File: src/hdl/cba_pkg.sv
`timescale 1ns / 1ps
`default_nettype none

package cba_pkg;

	localparam int ADDR_W  = 48;
	localparam int ALIGN_W = 17;
	localparam int CNT_W   = 7;
	// base + mark + align - 1 fits in this many bits
	localparam int TOP_W   = 50;

	localparam logic [1:0] ST_OK      = 2'd0;
	localparam logic [1:0] ST_NOMEM   = 2'd1;
	localparam logic [1:0] ST_OVERLAP = 2'd2;

	localparam logic ACT_ADD   = 1'b0;
	localparam logic ACT_ALLOC = 1'b1;

	typedef struct packed {
		logic               action;
		logic [ADDR_W-1:0]  region_base;
		logic [ADDR_W-1:0]  region_size;
		logic [ADDR_W-1:0]  request_size;
		logic [ALIGN_W-1:0] alignment;
	} cmd_t;

	typedef struct packed {
		logic [1:0]        status;
		logic [ADDR_W-1:0] address;
		logic [CNT_W-1:0]  region_count;
		logic [ADDR_W-1:0] free_bytes;
	} result_t;

	typedef struct packed {
		logic [ADDR_W-1:0] base;
		logic [ADDR_W-1:0] size;
		logic [ADDR_W-1:0] mark;
	} region_row_t;

endpackage

`default_nettype wire

File: src/hdl/chained_bump_allocator.sv
`timescale 1ns / 1ps
`default_nettype none

// Multi-region bump allocator. Pulse start while busy is low to hand in one
// transaction: an add appends a region (fails when the table is full or the
// new base falls inside an existing region, end inclusive), an allocate walks
// the regions in order and takes the first one where the watermark, rounded
// up to the alignment, leaves room for the request. Exactly one result comes
// back per transaction, on result for the single cycle that done is high; the
// receiver cannot stall it, so it must sample it then. busy stays high until
// the transaction ends; the bit-serial remainder unit used for every alignment
// dominates an allocate, and a closing sweep that totals free bytes visits
// every region. busy drops in the cycle that done is high, so the next
// transaction can start there. No clearing pass is needed after reset.
module chained_bump_allocator #(
	parameter int NUM_REGIONS = 4
) (
	input  wire logic             clk,
	input  wire logic             arst_n,
	input  wire logic             start,
	output logic                  busy,
	input  wire cba_pkg::cmd_t    cmd,
	output logic                  done,
	output cba_pkg::result_t      result
);
	import cba_pkg::*;

	localparam int IDX_W = (NUM_REGIONS > 1) ? $clog2(NUM_REGIONS) : 1;
	localparam int ROW_W = $bits(region_row_t);

	typedef enum logic [11:0] {
		S_IDLE    = 12'b0000_0000_0001,
		S_ADD_RD  = 12'b0000_0000_0010,
		S_ADD_CHK = 12'b0000_0000_0100,
		S_ALC_RD  = 12'b0000_0000_1000,
		S_ALC_K   = 12'b0000_0001_0000,
		S_ALC_T   = 12'b0000_0010_0000,
		S_ALC_DIV = 12'b0000_0100_0000,
		S_ALC_SUB = 12'b0000_1000_0000,
		S_ALC_FIT = 12'b0001_0000_0000,
		S_SUM_RD  = 12'b0010_0000_0000,
		S_SUM_DIF = 12'b0100_0000_0000,
		S_SUM_ADD = 12'b1000_0000_0000
	} state_t;

	state_t             state_q;
	logic [CNT_W-1:0]   idx_q;
	logic [CNT_W-1:0]   used_q;
	logic               done_q;
	cmd_t               cmd_q;
	logic [ALIGN_W-1:0] align_q;
	logic [1:0]         status_q;
	logic [ADDR_W-1:0]  addr_q;
	logic [ADDR_W:0]    k_q;
	logic [TOP_W-1:0]   t_q;
	logic [ADDR_W:0]    pend_q;
	logic [TOP_W-1:0]   abs_q;
	logic [ADDR_W-1:0]  diff_q;
	logic [ADDR_W-1:0]  acc_q;
	result_t            result_q;

	logic               accept;
	region_row_t        rd_row;
	logic [ROW_W-1:0]   rd_bits;
	logic               ram_we;
	logic [IDX_W-1:0]   ram_waddr;
	region_row_t        ram_wdata;
	logic               div_start;
	logic               div_done;
	logic [ALIGN_W-1:0] div_rem;
	logic [TOP_W-1:0]   t_next;
	logic [ADDR_W:0]    end_incl;
	logic               overlap;
	logic [TOP_W-1:0]   nxt;
	logic               fits;
	logic               last;
	logic [ADDR_W:0]    acc_sum;

	assign accept = start && (state_q == S_IDLE);
	assign busy   = (state_q != S_IDLE);
	assign rd_row = region_row_t'(rd_bits);
	assign last   = (idx_q + 1'b1) == used_q;

	assign end_incl = {1'b0, rd_row.base} + {1'b0, rd_row.size};
	assign overlap  = (cmd_q.region_base >= rd_row.base) &&
		({1'b0, cmd_q.region_base} <= end_incl);

	assign t_next    = TOP_W'(rd_row.base) + TOP_W'(k_q);
	assign div_start = (state_q == S_ALC_T);

	assign nxt  = TOP_W'(pend_q) + TOP_W'(cmd_q.request_size);
	assign fits = nxt <= TOP_W'(rd_row.size);

	assign acc_sum = {1'b0, acc_q} + {1'b0, diff_q};

	always_comb begin
		ram_we    = 1'b0;
		ram_waddr = idx_q[IDX_W-1:0];
		ram_wdata = '{base: cmd_q.region_base, size: cmd_q.region_size, mark: '0};
		if (state_q == S_ADD_CHK && idx_q == used_q) begin
			ram_we = 1'b1;
		end else if (state_q == S_ALC_FIT && fits) begin
			ram_we    = 1'b1;
			ram_wdata = '{base: rd_row.base, size: rd_row.size, mark: nxt[ADDR_W-1:0]};
		end
	end

	cba_ram #(
		.WIDTH(ROW_W),
		.DEPTH(NUM_REGIONS)
	) u_table (
		.clk  (clk),
		.we   (ram_we),
		.waddr(ram_waddr),
		.wdata(ram_wdata),
		.raddr(idx_q[IDX_W-1:0]),
		.rdata(rd_bits)
	);

	cba_mod_unit u_mod (
		.clk     (clk),
		.arst_n  (arst_n),
		.start   (div_start),
		.dividend(t_next),
		.divisor (align_q),
		.done    (div_done),
		.rem     (div_rem)
	);

	always_ff @(posedge clk or negedge arst_n) begin
		if (!arst_n) begin
			state_q <= S_IDLE;
			idx_q   <= '0;
			used_q  <= '0;
			done_q  <= 1'b0;
		end else begin
			done_q <= 1'b0;
			unique case (state_q)
				S_IDLE: begin
					idx_q <= '0;
					if (accept) begin
						if (cmd.action == ACT_ADD) begin
							if (used_q >= CNT_W'(NUM_REGIONS)) begin
								state_q <= S_SUM_RD;
							end else begin
								state_q <= S_ADD_RD;
							end
						end else if (used_q == '0) begin
							state_q <= S_SUM_RD;
						end else begin
							state_q <= S_ALC_RD;
						end
					end
				end
				S_ADD_RD: state_q <= S_ADD_CHK;
				S_ADD_CHK: begin
					if (idx_q == used_q) begin
						used_q  <= used_q + 1'b1;
						idx_q   <= '0;
						state_q <= S_SUM_RD;
					end else if (overlap) begin
						idx_q   <= '0;
						state_q <= S_SUM_RD;
					end else begin
						idx_q   <= idx_q + 1'b1;
						state_q <= S_ADD_RD;
					end
				end
				S_ALC_RD:  state_q <= S_ALC_K;
				S_ALC_K:   state_q <= S_ALC_T;
				S_ALC_T:   state_q <= S_ALC_DIV;
				S_ALC_DIV: begin
					if (div_done) begin
						state_q <= S_ALC_SUB;
					end
				end
				S_ALC_SUB: state_q <= S_ALC_FIT;
				S_ALC_FIT: begin
					if (fits || last) begin
						idx_q   <= '0;
						state_q <= S_SUM_RD;
					end else begin
						idx_q   <= idx_q + 1'b1;
						state_q <= S_ALC_RD;
					end
				end
				S_SUM_RD: begin
					if (idx_q == used_q) begin
						done_q  <= 1'b1;
						state_q <= S_IDLE;
					end else begin
						state_q <= S_SUM_DIF;
					end
				end
				S_SUM_DIF: state_q <= S_SUM_ADD;
				S_SUM_ADD: begin
					idx_q   <= idx_q + 1'b1;
					state_q <= S_SUM_RD;
				end
				default: state_q <= S_IDLE;
			endcase
		end
	end

	always_ff @(posedge clk) begin
		case (state_q)
			S_IDLE: begin
				acc_q <= '0;
				if (accept) begin
					cmd_q   <= cmd;
					align_q <= (cmd.alignment == '0) ? ALIGN_W'(1) : cmd.alignment;
					addr_q  <= '0;
					if (cmd.action == ACT_ADD && used_q < CNT_W'(NUM_REGIONS)) begin
						status_q <= ST_OK;
					end else begin
						status_q <= ST_NOMEM;
					end
				end
			end
			S_ADD_CHK: begin
				if (idx_q != used_q && overlap) begin
					status_q <= ST_OVERLAP;
				end
			end
			// pending = mark + align - 1 - rem, address = base + pending
			S_ALC_K: k_q <= (ADDR_W + 1)'(rd_row.mark) + (ADDR_W + 1)'(align_q - 1'b1);
			S_ALC_T: t_q <= t_next;
			S_ALC_SUB: begin
				pend_q <= k_q - (ADDR_W + 1)'(div_rem);
				abs_q  <= t_q - TOP_W'(div_rem);
			end
			S_ALC_FIT: begin
				if (fits) begin
					status_q <= ST_OK;
					addr_q   <= abs_q[ADDR_W-1:0];
				end
			end
			S_SUM_DIF: diff_q <= rd_row.size - rd_row.mark;
			S_SUM_ADD: acc_q <= acc_sum[ADDR_W] ? '1 : acc_sum[ADDR_W-1:0];
			default: ;
		endcase
		if (state_q == S_SUM_RD && idx_q == used_q) begin
			result_q.status       <= status_q;
			result_q.address      <= addr_q;
			result_q.region_count <= used_q;
			result_q.free_bytes   <= acc_q;
		end
	end

	assign done   = done_q;
	assign result = result_q;

endmodule

`default_nettype wire

File: src/hdl/cba_ram.sv
`timescale 1ns / 1ps
`default_nettype none

module cba_ram #(
	parameter int WIDTH = 8,
	parameter int DEPTH = 4,
	localparam int AW = (DEPTH > 1) ? $clog2(DEPTH) : 1
) (
	input  wire logic             clk,
	input  wire logic             we,
	input  wire logic [AW-1:0]    waddr,
	input  wire logic [WIDTH-1:0] wdata,
	input  wire logic [AW-1:0]    raddr,
	output logic      [WIDTH-1:0] rdata
);

	logic [WIDTH-1:0] mem [DEPTH];

	always_ff @(posedge clk) begin
		if (we) begin
			mem[waddr] <= wdata;
		end
		rdata <= mem[raddr];
	end

endmodule

`default_nettype wire

File: src/hdl/cba_mod_unit.sv
`timescale 1ns / 1ps
`default_nettype none

// restoring remainder, one dividend bit per cycle
module cba_mod_unit (
	input  wire logic                        clk,
	input  wire logic                        arst_n,
	input  wire logic                        start,
	input  wire logic [cba_pkg::TOP_W-1:0]   dividend,
	input  wire logic [cba_pkg::ALIGN_W-1:0] divisor,
	output logic                             done,
	output logic      [cba_pkg::ALIGN_W-1:0] rem
);
	import cba_pkg::*;

	localparam int CW = $clog2(TOP_W + 1);

	logic              run_q;
	logic              done_q;
	logic [CW-1:0]     cnt_q;
	logic [TOP_W-1:0]  dvd_q;
	logic [ALIGN_W-1:0] rem_q;
	logic [ALIGN_W:0]  rem_sh;
	logic [ALIGN_W:0]  rem_sub;
	logic              take;

	assign rem_sh  = {rem_q, dvd_q[TOP_W-1]};
	assign rem_sub = rem_sh - {1'b0, divisor};
	assign take    = rem_sh >= {1'b0, divisor};

	always_ff @(posedge clk or negedge arst_n) begin
		if (!arst_n) begin
			run_q  <= 1'b0;
			done_q <= 1'b0;
			cnt_q  <= '0;
		end else begin
			done_q <= 1'b0;
			if (start) begin
				run_q <= 1'b1;
				cnt_q <= CW'(TOP_W);
			end else if (run_q) begin
				cnt_q <= cnt_q - 1'b1;
				if (cnt_q == CW'(1)) begin
					run_q  <= 1'b0;
					done_q <= 1'b1;
				end
			end
		end
	end

	always_ff @(posedge clk) begin
		if (start) begin
			dvd_q <= dividend;
			rem_q <= '0;
		end else if (run_q) begin
			dvd_q <= {dvd_q[TOP_W-2:0], 1'b0};
			rem_q <= take ? rem_sub[ALIGN_W-1:0] : rem_sh[ALIGN_W-1:0];
		end
	end

	assign done = done_q;
	assign rem  = rem_q;

endmodule

`default_nettype wire
File: config.mk
export PLATFORM = sky130hd
export DESIGN_NAME = chained_bump_allocator
export DESIGN_NICKNAME = d
export VERILOG_FILES = /design/src/hdl/cba_pkg.sv /design/src/hdl/chained_bump_allocator.sv /design/src/hdl/cba_ram.sv /design/src/hdl/cba_mod_unit.sv
export SDC_FILE = /design/constraint.sdc
export NUM_CORES = 2
export LEC_CHECK = 0
export ABC_AREA = 1
export ABC_CLOCK_PERIOD_IN_PS = 27400
export BUFFER_PORTS_ARGS = -buffer_cell sky130_fd_sc_hd__buf_2
export CAP_MARGIN = 20
export CORE_ASPECT_RATIO = 1.1
export CORE_UTILIZATION = 53
export CTS_BUF_LIST = sky130_fd_sc_hd__clkbuf_8
export DETAILED_ROUTE_END_ITERATION = 8
export GPL_TIMING_DRIVEN = 1
export PLACE_DENSITY = 0.81
export SLEW_MARGIN = 10
export SYNTH_ARGS = -nofsm -noshare
export SYNTH_HDL_FRONTEND = slang
export SYNTH_SLANG_ARGS = --single-unit
File: constraint.sdc
create_clock -name clk -period 27.4 [get_ports clk]
set_clock_uncertainty 0.2 [all_clocks]
set_input_delay 1.37 -clock clk [delete_from_list [all_inputs] [get_ports clk]]
set_output_delay 1.37 -clock clk [all_outputs]
set_load 0.02 [all_outputs]
# Word level (Yosys, flattened, before mapping)
# Memory sizes are Yosys's and may differ from the RTL's. A register that Yosys moved wholly into a read port is not among the register bits.
# Index checks and enable logic that the tools add are counted.
# totals
output_inout_bits,107
in_bits,165
n_memories,1
mem_bits_rw,576
reg_bits,708
# mem_list
memory,depth,width,read_ports,rd_clocked_by_memory_dff,write_ports,line,source
u_table.mem,4,144,1,1,1,cba_ram.sv:17,logic [WIDTH-1:0] mem [DEPTH];
# op_classes
n_mux,43
eq_ne,21
order_cmp,6
reduce_logical,20
add_sub_neg,13
n_bitwise,1
# op_table
op,count
$mux W144,2
$pmux W48 S2,2
$mux W48,3
$pmux W12 S12,1
$mux W50,2
$add A48 B48 Y49,2
$add A48 B49 Y50,1
$add A49 B48 Y50,1
$le A50 B48 Y1,1
$mux W10,5
$add A48 B49 Y49,1
$le A48 B49 Y1,1
$sub A49 B17 Y49,1
$ge A48 B48 Y1,1
$sub A48 B17 Y48,1
$sub A48 B48 Y48,1
$mux W12,3
$pmux W7 S4,1
$mux W7,3
$ge A18 B17 Y1,1
$sub A17 B1 Y18 const B,1
$logic_not A17 Y1,1
$mux W17,1
$sub A17 B17 Y17,1
37 further kinds,66

# Depth between registers and ports, before layout
# depth
word_depth,7
ltp_mapped,34
ltp_nobuf,34

# Hierarchy
# Synthesis repeated with hierarchy kept, for this count alone.
# unflattened
cells_unflattened,8588
area_unflattened_um2,78846.9
# modules_own_cells
module,area_each_um2,seq_area_each_um2,instances,cells_each
chained_bump_allocator,47290.4,18874.4,1,5586
cba_ram,27062.2,20179.4,1,2407
cba_mod_unit,4494.3,2042.0,1,595

# Worst setup path after synthesis
# No wires, ideal clock.
# synth_timing
path_type,reg-to-reg
startpoint,reg state_q[8]
endpoint,reg state_q[9]
setup_time_ns,0.063
path_stages_with_launch,10
required_time_ns,27.137
slack_ns,16.108
path_buffers,0
synth_period_minus_slack_ns,11.292
t_arrival_ns,11.029
cell_sequence,dfrtp_1 inv_1 nand2_1 nor2_2 nand2_1 nor4_1 nor2_1 a41o_1 o21bai_1 inv_1
# synth_between
elab_chain_len,4
elab_cells_between_ends,17
classes_between,14 x eq/ne; 1 x mux; 2 x reduce/logical
# synth_rtl
element,line,source
start: declaration,chained_bump_allocator.sv:46,state_t state_q;
start signal: assignment,chained_bump_allocator.sv:132,state_q <= S_IDLE;
start signal: assignment,chained_bump_allocator.sv:144,state_q <= S_SUM_RD;
start signal: assignment,chained_bump_allocator.sv:146,state_q <= S_ADD_RD;
$eq A12 B1 Y1,"chained_bump_allocator.sv:79, chained_bump_allocator.sv:138",
$logic_and A1 B1 Y1,chained_bump_allocator.sv:79,assign accept = start && (state_q == S_IDLE);
$ne A2 B2 Y1 (no line),-,
$reduce_and A2 Y1 (no line),-,
# Several ways; a longest one is shown, not always the timed one.
# A chain may end at the register's enable or synchronous reset.

==> summary.md <==
| Metric | Value |
|---|---|
| HP Class | `register to register` |
| Hold endpoint | `result[65]` |
| Area leader, netlist | `edfxtp_1` |
| Clock Sinks | `1428` |
| Crit-path slowest cell | `buf_4` |
| Relative slew margins | `19.91%` |
| Initial core utilization | `53.44%` |
| Distinct cell type count after synthesis | `70` |
| Antenna violations before repair | `33` |
| Post_cts resized | `0` |
| Worst Path Max Fanout | `89` |
| Final setup viols | `0` |
| Hold-fix buffers at CTS | `0` |
| HP Start | `addr_q[10]` |
| CTS tree | `built` |
| Hold Vio Cnt, Final | `0` |
| Outcome | `completed` |
| Detailed-route DRC error count | `0` |
| Kind of critical path | `register to register` |
| Worst VDD drop | `69.02 uV` |
| CP Data Arrival Time | `7.55 ns` |
| WL per Instance | `23.65 um` |
| Core area | `0.1421 mm^2` |
| Avg Cell Area, Syn | `9.798 um^2` |
| Layout net count | `8761` |
| Clk Latency, worst-skew pair | `1.02 ns` |
| Area contributors post-synth | `edfxtp_1, ha_1, nand2_1, inv_1, nor2_1` |
| Die W | `362.8 um` |
| Vias in the first global route | `56170` |
| Ys flop type | `edfxtp_1` |
| Routed vias | `59140` |
| PortBufs | `271` |
| WP data required | `27.84 ns` |
| Post-Syn Area | `0.07591 mm^2` |
| EDFF count, synth | `1232` |
| Setup TNS after final layout | `0 ns` |
| Row cnt | `145` |
| Final wirelength | `241600 um` |
| Starting DRT DRC Count | `6133` |
| Reg-to-Reg End | `u_table.mem[3][55]` |
| Power Dens Cells | `77.45 mW/mm^2` |
| FILL cells | `11910` |
| Post-synthesis async set-or-reset flop share | `2.451%` |
| Largest net degree at the start of global routing | `217` |
| Most common library cells after synthesis | `edfxtp_1, nand2_1, inv_1, nor2_1, o21ai_0` |
| Clock buffer count from CTS | `217` |
| DP Wirelength | `185500 um` |
| Worst Hold Slack | `0.2082 ns` |
| Final Cycle Share | `25.96%` |
| CTS root buf | `clkbuf_8` |
| Final GP Congestion | `1.020` |
| Slowest stage delay, CP | `0.97 ns` |
| Vias per cell | `5.790` |
| Synth top area share | `48.74%` |
| Syn_nets | `8412` |
| Clk buf depth | `3` |
| Die Ht | `398.9 um` |
| P_leak | `34.51 nW` |
| Worst r2r path cells | `31` |
| Final antenna-violating net count | `0` |
| RSZ-0062 raised after global routing | `false` |
| I/O pin total | `272` |
| Post-CTS Setup Repair Bufs | `0` |
| GRT Overall Usage | `33.05%` |
| Worst setup EP type | `register` |
| Area growth from synthesis to layout | `10.41%` |
| Sequential fraction of the synthesis area | `54.14%` |
| Most common cell in the netlist | `edfxtp_1` |
| RR Startpoint | `cmd_q[19]` |
| # Max-Cap Violations | `0` |
| Global-route wire length before repair | `351100 um` |
| Flop2flop setup slack | `20.29 ns` |
| Grt ovf | `0` |
| Yosys reg bits | `1428` |
| Cells on Worst Hold Path | `0` |
| Share of post-route cells with drive strength above 1 | `9.616%` |
| Min Tclk post-route | `7.113 ns` |
| Die area | `0.1447 mm^2` |
| Max H-tree Level | `4` |
| Synthesized instance count | `7747` |
| Max Slew Vio Count | `0` |
| Crit path launch type | `register` |
| Warnings from Yosys | `0` |
| DRT Pass-1 Iters | `6` |
| Most frequent CP cell | `nand2_1` |
| Clock transition at path regs | `0.08 ns` |
| Worst-Margin Slew | `1.201 ns` |
| Max Clk Rate | `140.6 MHz` |
## how the worst max path moves through the flow
| stage | start | to | slack [ns] | cells after the start |
|---|---|---|---|---|
| floorplan | state_q[8] | state_q[9] | 16.11 | 9 |
| global placement | cmd_q[19] | u_table.mem[0][51] | 20.61 | 31 |
| detailed placement | cmd_q[19] | u_table.mem[0][62] | 20.55 | 31 |
| CTS | cmd_q[19] | u_table.mem[3][55] | 20.47 | 31 |
| global route | cmd_q[19] | u_table.mem[3][55] | 19.89 | 31 |
| finish | cmd_q[19] | u_table.mem[3][55] | 20.29 | 31 |
## flip-flops by register name, summed over array words and instances (netlist names), 49 cells and up
register / count
u_mod.dvd_q: 50
pend_q: 49
k_q: 49
result: 105
u_table.rdata: 144
u_table.mem: 576
cmd_q: 144
## through the flow
stage | cells | total power [mW] | instance area (um^2) | worst slack, ns | util (%)
final | 10210 | 6.491 | 83810 | 20.29 | 59.00
after global routing | 10200 | 6.797 | 83780 | 19.89 | 58.98
after CTS | 10200 | 6.483 | 83770 | 20.47 | 58.97
after detailed placement | 9788 | 4.692 | 79250 | 20.55 | 55.79
after global placement | 9788 | 4.659 | 79250 | 20.61 | 55.79
after floorplan | 7747 | 4.108 | 75910 | 16.11 | -
## cell usage in the layout (no fill, tap or decap), drive strengths merged, types with 14 or more instances in the layout
| cell | Yosys | layout |
|---|---|---|
| inv | 1000 | 1088 |
| nor3 | 85 | 85 |
| diode | 0 | 15 |
| a21boi | 21 | 21 |
| o21ai | 715 | 715 |
| o21a | 41 | 41 |
| and3 | 14 | 14 |
| nand2 | 1091 | 1091 |
| nand3 | 180 | 180 |
| o22ai | 159 | 159 |
| nand4 | 60 | 60 |
| dfxtp | 161 | 161 |
| a21o | 43 | 43 |
| clkinv | 2 | 73 |
| edfxtp | 1232 | 1232 |
| buf | 35 | 298 |
| a21oi | 560 | 560 |
| or2 | 22 | 22 |
| clkbuf | 133 | 240 |
| nor4 | 60 | 60 |
| ha | 491 | 491 |
| o211ai | 18 | 18 |
| xor2 | 225 | 225 |
| a31oi | 127 | 127 |
| o21bai | 27 | 27 |
| nor2 | 967 | 967 |
| dfrtp | 34 | 34 |
| xnor2 | 165 | 165 |
## cell type report
type	instances	area (um^2)	area share (%)
Clock buffer	240	3303	3.941
Antenna cell	15	37.54	0.04479
Inverter	1002	3771	4.500
Multi-Input combinational cell	5149	30340	36.20
Timing Repair Buffer	298	1647	1.965
Clock inverter	171	1222	1.459
Sequential cell	1428	41100	49.04
Tap cell	1911	2391	2.853
## report_power, final
group | switching (mW) | internal (mW) | total, mW | leakage, nW
clock network | 0.886 | 0.911 | 1.80 | 2.59
registers | 0.159 | 2.73 | 2.89 | 13.0
logic | 1.25 | 0.557 | 1.81 | 19.0
## routing by layer
layer	track usage (%)	vias to the layer above	share of wire, %	routed length, um
met1	44.04	28210	40	96650
met5	0	-	0.063	153
met4	17.25	22	5.5	13340
met2	50.44	2861	44	106700
li1	-	27590	-	-
met3	7.508	462	10	24750
## worst max-delay path, delay by kind of cell, from the launching register on
kind                       cells  cell delay, ns
buffers and inverters          4            1.86
and+or+nand+nor               17            1.78
AOI/OAI and AO/OA              7            1.33
adders and majority gates      2            0.68
DFF                            1            0.38
xor gates and xnor gates       1            0.34
## cell families after synthesis
kind of cell    share of synthesized area [%]
compound gates                          13.30
xor+xnor                                4.500
fa+ha+maj                               8.331
buf+inv                                 6.033
flops                                   54.14
simple gates                            13.69
No activity file was read; power rests on OpenSTA's default activity.
